==> src/design/smf_pkg.sv <==
// Shared constants, types and the weight power function of the separable moment filter.
// Used by the filter top and its cells; depends on nothing else.
package smf_pkg;

    localparam int MAX_HALF_WIDTH   = 7;
    localparam int MAX_ORDER        = 7;
    localparam int MAX_IMAGE_WIDTH  = 1024;
    localparam int MAX_IMAGE_HEIGHT = 1024;
    localparam int PIXEL_BITS       = 8;

    localparam int LINE_SLOTS    = 2 * MAX_HALF_WIDTH + 1;
    localparam int HW_BITS       = $clog2(MAX_HALF_WIDTH + 1);
    localparam int SLOT_BITS     = $clog2(LINE_SLOTS);
    localparam int CNT_SLOT_BITS = $clog2(LINE_SLOTS + 1);
    localparam int K_BITS        = SLOT_BITS + 1;
    localparam int COL_BITS      = $clog2(MAX_IMAGE_WIDTH);
    localparam int ROW_BITS      = $clog2(MAX_IMAGE_HEIGHT);
    localparam int ADDR_BITS     = SLOT_BITS + COL_BITS;

    localparam int ORDER_BITS    = 3;
    localparam int CFG_BITS      = 11;
    localparam int CFG_IDX_BITS  = 3;
    localparam int WEIGHT_BITS   = 21;
    localparam int PROD_BITS     = PIXEL_BITS + 1 + WEIGHT_BITS;
    localparam int ROW_SUM_BITS  = 32;
    localparam int VPROD_BITS    = ROW_SUM_BITS + WEIGHT_BITS;
    localparam int MOMENT_BITS   = 52;
    localparam int POS_BITS      = 10;

    typedef logic [CFG_IDX_BITS-1:0] cfg_idx_t;
    localparam cfg_idx_t REG_ORDER_X      = 3'd0;
    localparam cfg_idx_t REG_ORDER_Y      = 3'd1;
    localparam cfg_idx_t REG_HALF_WIDTH   = 3'd2;
    localparam cfg_idx_t REG_IMAGE_WIDTH  = 3'd3;
    localparam cfg_idx_t REG_IMAGE_HEIGHT = 3'd4;

    typedef struct packed {
        logic shift;
        logic clear;
    } cell_ctrl_t;

    function automatic int pow_const(input int kk, input int pp);
        int acc;
        acc = 1;
        for (int j = 0; j < pp; j++) begin
            acc = acc * kk;
        end
        return acc;
    endfunction

    // k to the power p as a constant table, with 0^0 = 1; offsets beyond the widest
    // window give 0.
    function automatic logic signed [WEIGHT_BITS-1:0] pow_w(
        input logic signed [K_BITS-1:0] k,
        input logic [ORDER_BITS-1:0]    p
    );
        logic signed [WEIGHT_BITS-1:0] res;
        res = '0;
        for (int kk = -MAX_HALF_WIDTH; kk <= MAX_HALF_WIDTH; kk++) begin
            for (int pp = 0; pp <= MAX_ORDER; pp++) begin
                if (int'(k) == kk && int'(p) == pp) begin
                    res = WEIGHT_BITS'(pow_const(kk, pp));
                end
            end
        end
        return res;
    endfunction

endpackage

==> src/design/smf_cell.sv <==
// One cell of the horizontal chain: holds one pixel of the row window, its weight,
// and adds its product to the partial sum passed along the chain. Depends on smf_pkg.
module smf_cell (
    input  logic                                      aclk,
    input  logic                                      aresetn,
    input  smf_pkg::cell_ctrl_t                       ctrl,
    input  logic                                      active,
    input  logic signed [smf_pkg::K_BITS-1:0]         k,
    input  logic [smf_pkg::ORDER_BITS-1:0]            order,
    input  logic [smf_pkg::PIXEL_BITS-1:0]            pix_in,
    output logic [smf_pkg::PIXEL_BITS-1:0]            pix_out,
    input  logic signed [smf_pkg::ROW_SUM_BITS-1:0]   psum_in,
    output logic signed [smf_pkg::ROW_SUM_BITS-1:0]   psum_out
);
    import smf_pkg::*;

    logic [PIXEL_BITS-1:0]          pix_reg;
    logic signed [WEIGHT_BITS-1:0]  weight_reg;
    logic signed [PROD_BITS-1:0]    prod_reg;
    logic signed [ROW_SUM_BITS-1:0] psum_reg;

    always_ff @(posedge aclk) begin
        if (!aresetn || ctrl.clear) begin
            pix_reg <= '0;
        end else if (ctrl.shift) begin
            pix_reg <= pix_in;
        end
        weight_reg <= active ? pow_w(k, order) : '0;
        prod_reg   <= PROD_BITS'($signed({1'b0, pix_reg}) * weight_reg);
        psum_reg   <= psum_in + ROW_SUM_BITS'(prod_reg);
    end

    assign pix_out  = pix_reg;
    assign psum_out = psum_reg;

endmodule
==> config.mk <==
export PLATFORM = sky130hd
export DESIGN_NAME = smf_cell
export DESIGN_NICKNAME = d
export VERILOG_FILES = /design/src/design/smf_pkg.sv /design/src/design/smf_cell.sv
export SDC_FILE = /design/constraint.sdc
export NUM_CORES = 1
export LEC_CHECK = 0
export BUFFER_PORTS_ARGS = -buffer_cell sky130_fd_sc_hd__clkbuf_2
export CAP_MARGIN = 5
export CORE_MARGIN = 5
export CORE_UTILIZATION = 42
export CTS_CLUSTER_SIZE = 16
export DETAILED_ROUTE_END_ITERATION = 6
export PLACE_DENSITY = 0.63
export SLEW_MARGIN = 20
export SYNTH_ARGS = -nofsm -noshare
export SYNTH_HDL_FRONTEND = slang
export SYNTH_SLANG_ARGS = --single-unit
==> constraint.sdc <==
create_clock -name aclk -period 4.8 [get_ports aclk]
set_input_delay 0.48 -clock aclk [delete_from_list [all_inputs] [get_ports aclk]]
set_output_delay 0.48 -clock aclk [all_outputs]
set_load 0.01 [all_outputs]
After elaboration in Yosys (flattened, before gate mapping)
Cells that the tools add are included.
{"block": "totals", "register_bits": 91, "in_bits": 53, "out_inout_bits": 40}
{"block": "classes", "addsub": 1, "n_mul": 1, "n_eq_ne": 21, "mux": 120, "bitwise_logic": 1, "reduce_logical": 129}
{"op": "$mux 20", "count": 64}
{"op": "$mux 21", "count": 55}
{"op": "$logic_and 1x1->1", "count": 120}
{"op": "$reduce_or 65->1", "count": 1}
{"op": "$eq 5x4->1 const B", "count": 7}
{"op": "$add 32x30->32", "count": 1}
{"op": "$logic_not 32->1", "count": 1}
{"op": "$mul 9x21->30", "count": 1}
{"op": "$eq 5x3->1 const B", "count": 4}
{"op": "$reduce_or 13->1", "count": 1}
{"op": "$eq 3x3->1 const B", "count": 4}
{"op": "$eq 5x2->1 const B", "count": 2}
{"op": "$reduce_or 10->1", "count": 1}
{"op": "$reduce_or 9->1", "count": 1}
{"op": "$eq 3x2->1 const B", "count": 2}
{"op": "$eq 5x1->1 const B", "count": 1}
{"op": "$eq 3x1->1 const B", "count": 1}
{"op": "$logic_not 3->1", "count": 1}
{"op": "$reduce_or 2->1", "count": 1}
{"op": "$logic_not 1->1", "count": 1}
{"op": "$logic_or 1x1->1", "count": 1}
{"op": "$mux 1", "count": 1}
{"op": "$not 1->1", "count": 1}

Logic depth before layout (Yosys ltp)
{"block": "depth", "ltp_word": 122, "mapped_depth": 20}

Worst setup path before layout
Ideal clock, no wire load.
{"block": "synth_timing", "kind": "register -> register", "startpoint": "register pix_reg[0] (netlist: pix_out[0])", "endpoint": "register prod_reg[28]", "t_arrival_ps": 4743, "setup_slack_ps": -88, "stages_incl_launch_ff": 20, "n_path_buf": 2, "synth_period_minus_slack_ps": 4888, "path_cell_list": "dfxtp_1 -> clkbuf_1 -> nand2_1 -> fa_1 -> inv_1 -> fa_1 -> inv_1 -> fa_1 -> inv_1 -> fa_1 -> ha_1 -> clkbuf_1 -> a21oi_1 -> o211ai_1 -> or3_1 -> o211ai_1 -> nand2b_1 -> a31oi_1 -> o21a_1 -> o311ai_0"}
{"block": "synth_via", "elab_chain_len": 1}
{"element": "start: declaration", "line_no": "smf_cell.sv:17", "rtl": "logic [PIXEL_BITS-1:0] pix_reg;"}
{"element": "start signal: assignment", "line_no": "smf_cell.sv:26", "rtl": "pix_reg <= pix_in;"}
{"element": "$mul 9x21->30", "line_no": "smf_cell.sv:29", "rtl": "prod_reg <= PROD_BITS'($signed({1'b0, pix_reg}) * weight_reg);"}
{"element": "end signal: assignment", "line_no": "smf_cell.sv:29"}
{"element": "end: declaration", "line_no": "smf_cell.sv:19", "rtl": "logic signed [PROD_BITS-1:0] prod_reg;"}
Every way passes these cells.
A chain may end at the register's enable or synchronous reset.

Worst setup path in the final report
{"block": "layout_timing", "startpoint": "register pix_reg[5] (netlist: pix_out[5])", "endpoint": "register prod_reg[29]"}
The elaborated chain is that of the path after synthesis.

==> results by stage <==
Logic synthesis:
- The Yosys step of the flow raised 0 warnings.
- The flip-flop and latch count after synthesis is 90.
- The number of distinct standard cells referenced by the synthesized netlist is 74.
- The number of nets handed over by synthesis was approximately 1600.
- The leading register cell type out of synthesis is sky130_fd_sc_hd__dfxtp_1.
- The number of flops mapped to enable cells by yosys is 0.
- After synthesis, the share of flip-flops with an asynchronous set or reset is 0.
- The post-synthesis cell count is around 1300.
- The cell type with the highest aggregate area in the netlist is sky130_fd_sc_hd__fa_1.
- The share of the yosys chip area belonging to registers is 0.162.
- The synthesized netlist occupies a cell area of about 11000 µm².
- The share of the synthesized area in the top cell type is 0.240.
- By area the synthesized netlist is led by sky130_fd_sc_hd__fa_1 (24%), sky130_fd_sc_hd__dfxtp_1 (16%), sky130_fd_sc_hd__ha_1 (10%).
- Averaged over all synthesized cells, the footprint is just over 8 µm².

Drt:
- The number of detailed-routing iterations run before antenna repair is 5.
- The average routed wire per standard cell is between 15 and 20 µm.
- The detailed router finished its first iteration with roughly 800 violations.
- In this run the remaining antenna-violating nets after routing total 0.
- After detailed routing, the number of vias per cell comes to 5.36.
- Summed over all layers, the routed wires come to approximately 28 mm.
- The routed layout has 9603 vias.
- The count of unresolved DRC violations after routing is 0.

Placed design:
- The count of input and output buffers is between 90 and 100.
- At the end of routability-driven placement, the weighted congestion stood at 0.982.
- Detailed placement ended at an HPWL of roughly 23 mm.
- After detailed placement, the total cell area comes to roughly 12000 µm².
- The cell count after placement is 1770.

Final layout:
- The area growth from synthesis to layout is 15.4%.
- The share of post-route cells with drive strength above 1 is 0.169.
- The cell area after layout is around 13000 µm².
- The flip-flop count of the largest register after layout is 32.
- The number of nets in the final layout is roughly 1700.
- The number of antenna diodes in the final layout is 0.
- The number of standard cells in the layout, taps in and fillers out is approximately 1800.

Worst setup path:
- The kind of launch point of the worst setup path is a register.
- The cell with the largest stage delay on the worst path is sky130_fd_sc_hd__fa_1.
- STA classifies the critical path endpoint as a register.
- The critical path goes through clkbuf_2, buf_4, and2_1, fa_1, fa_1, inv_1, fa_1, inv_1, fa_1, ha_1, a21oi_1, buf_4, nand2_1, nor3_4, o211ai_1, a31o_2, a21oi_2, xnor2_1.
- The dominant delay contributor by cell family on the critical path is adder cells.
- Data arrives at the worst endpoint at about 5 ns.
- The logic depth of the worst setup path including buffers is 18.
- Together, buffers and inverters on the worst path number 5.
- By startpoint and endpoint, the worst setup path is classified as register to register.
- The delay of the slowest cell on the worst path is between 0.5 and 0.6 ns.
- The largest driver fanout on the critical path is 8.
- The number of cells on the worst reg-to-reg path is 18.
- The register-to-register setup slack is between 0.15 and 0.2 ns.
- The most numerous cell type found on the critical path is sky130_fd_sc_hd__fa_1.
- For the worst setup path, the data required time is ~5 ns.

Global route:
- The initial antenna violation count is 0.
- The number of global-route vias before repair was roughly 9600.
- The wire length of the first global-routing pass is about 47 mm.
- The aggregate global routing overflow is 0.
- Entering global routing, the biggest net connects 41 pins.
- Across every metal layer, demand over resource in global routing totals 0.187.

Status:
- The flow ran to the end, and the final reports show no timing, DRC or antenna violations.

Floorplan:
- The effective utilization at floorplan is 0.426.
- Measured along the x axis, the die boundary spans about 170 µm.
- The total die area is approximately 30000 µm².
- The number of core rows is between 50 and 60.
- 93 I/O pins were placed.
- After floorplanning, the core was sized to cover around 26000 µm².
- Measured along the y axis, the die boundary spans 173 µm.

Run:
- Max-cap violations in this run came to 0.

STA:
- Setup violations remaining at the end of the flow were counted as 0.
- The slew at the pin closest to its max-slew limit is 0.732 ns.
- The maximum clock rate is 215 MHz.
- Setup repair after global routing could not meet its margin everywhere.
- The final clock period utilization by the worst path is 0.967.
- The max-slew violation total from the final report is 0.
- The final worst clock skew is about 0.019 ns.
- The clock period could shrink to around 4.6 ns.
- Headroom to the max-slew limit came out at 0.506.
- The final count of hold timing violations is 0.

Pwr:
- VDD sags by at most 164 µV.
- The static leakage is approximately 6.1 nW.
- The overall power of the completed layout is just over 2 mW.
- In this run the power density over the cells is between 150 and 200 nW/µm².

Clocking:
- Clock-pin slew was measured on the worst setup and hold paths at about 0.08 ns.
- Clock tree synthesis found a total of 90 sinks.
- In this run the deepest clock path goes through 2 buffers.
- In this run the clock root is driven by a sky130_fd_sc_hd__clkbuf_16.
- The H-tree was split into 3 levels.
- The CTS buffer count is 9.
- The quantity of hold-fixing buffers added after cts is 0.
- The source-to-sink clock delay at the later pin of the worst-skew pair is between 0.3 and 0.4 ns.
- TritonCTS built the clock tree.

Worst hold path:
- The number of instances on the worst hold path is 2.
- The min-delay analysis places its worst path in the category primary input to register.
-- where the power goes --
group	leakage, nW	internal [mW]	total, mW	switching [mW]
logic	5.23	0.187	0.457	0.271
registers	0.749	0.796	0.824	0.0281
clock network	0.143	0.408	0.737	0.330
-- cells by family (layout without fill, tap and decap cells) --
group                      count (synthesis)  in the layout  synth area share
xor gates and xnor gates                  56             56            0.0442
and+or+nand+nor                          429            429             0.191
AOI/OAI and AO/OA                        296            296             0.170
muxes                                      9              9           0.00924
adders and majority gates                224            224             0.342
DFF                                       90             90             0.162
buffers and inverters                    237            352            0.0802
-- layout by cell type (no fill, tap or decap), drive strengths merged, types with 6 or more instances in the layout --
cell type	instances
dfxtp	90
buf	67
o211ai	7
o21a	10
o2111ai	6
fa	133
o21ai	70
a22oi	6
ha	91
inv	179
xnor2	44
mux2i	8
a31oi	17
xor2	12
clkbuf	102
a211oi	9
o22ai	17
nand2	125
a21oi	92
and2	113
nor3	25
o311ai	6
nand2b	13
nand3	21
nor2	88
a21o	13
nor2b	10
nand4	8
-- layer usage --
metal | routed length, µm | share of wire | track usage | vias to the layer above
met5 | 0 | 0 | 0 | -
li1 | - | - | - | 4670
met3 | 1930 | 0.068 | 0.0299 | 65
met2 | 12700 | 0.45 | 0.299 | 359
met1 | 12700 | 0.45 | 0.257 | 4509
met4 | 880 | 0.031 | 0.0733 | 0
-- stage by stage --
| step | hold slack, ns | setup WS [ns] | utilization | setup TNS, ns |
|---|---|---|---|---|
| CTS | 0.333 | 0.00348 | 0.482 | 0 |
| global placement | 0.428 | -0.0485 | 0.470 | -0.0866 |
| floorplan | 0.420 | 0.0178 | - | 0 |
| global route | 0.360 | -0.0477 | 0.492 | -0.100 |
| finish | 0.342 | 0.160 | 0.492 | 0 |
| detailed placement | 0.437 | -0.152 | 0.470 | -0.276 |
-- synth_stat cells, types with 4 or more instances --
| master | n |
|---|---|
| sky130_fd_sc_hd__inv_1 | 175 |
| sky130_fd_sc_hd__fa_1 | 133 |
| sky130_fd_sc_hd__nand2_1 | 125 |
| sky130_fd_sc_hd__and2_1 | 113 |
| sky130_fd_sc_hd__a21oi_1 | 91 |
| sky130_fd_sc_hd__ha_1 | 91 |
| sky130_fd_sc_hd__dfxtp_1 | 90 |
| sky130_fd_sc_hd__nor2_1 | 87 |
| sky130_fd_sc_hd__o21ai_0 | 67 |
| sky130_fd_sc_hd__clkbuf_1 | 52 |
| sky130_fd_sc_hd__xnor2_1 | 44 |
| sky130_fd_sc_hd__nor3_1 | 24 |
| sky130_fd_sc_hd__nand3_1 | 21 |
| sky130_fd_sc_hd__a31oi_1 | 17 |
| sky130_fd_sc_hd__o22ai_1 | 17 |
| sky130_fd_sc_hd__a21o_1 | 13 |
| sky130_fd_sc_hd__nand2b_1 | 13 |
| sky130_fd_sc_hd__xor2_1 | 12 |
| sky130_fd_sc_hd__nor2b_1 | 10 |
| sky130_fd_sc_hd__o21a_1 | 9 |
| sky130_fd_sc_hd__a211oi_1 | 8 |
| sky130_fd_sc_hd__mux2i_1 | 8 |
| sky130_fd_sc_hd__nand4_1 | 8 |
| sky130_fd_sc_hd__buf_1 | 7 |
| sky130_fd_sc_hd__o211ai_1 | 7 |
| sky130_fd_sc_hd__a22oi_1 | 6 |
| sky130_fd_sc_hd__o2111ai_1 | 6 |
| sky130_fd_sc_hd__o311ai_0 | 5 |
| sky130_fd_sc_hd__or2_2 | 5 |
| sky130_fd_sc_hd__or3_1 | 5 |
| sky130_fd_sc_hd__a311oi_1 | 4 |
| sky130_fd_sc_hd__nor3b_1 | 4 |
| sky130_fd_sc_hd__o21bai_1 | 4 |
-- layout make-up --
cell class / count / area [µm²]
clock buffers: 9 / 225
clock inverters: 6 / 72.6
fillers: 2515 / 13200
inverters: 177 / 664
multi-input cells: 1014 / 8610
flip-flops and latches: 90 / 1840
well taps: 335 / 419
repair buffers: 160 / 985
-- final timing paths --
check | startpoint | endpoint
worst max-delay path | pix_out[5] | prod_reg[29]
worst min-delay path | psum_in[0] | psum_out[0]
worst max register to register | pix_out[5] | prod_reg[29]
worst min register to register | prod_reg[0] | psum_out[0]
-- repair_timing --
action	4_1_cts	5_1_grt
setup buffers	0	6
endpoints found under the setup margin	4	7
pin swaps	3	37
resized for setup	7	62
Note: power is estimated with default switching activity, not from simulation.
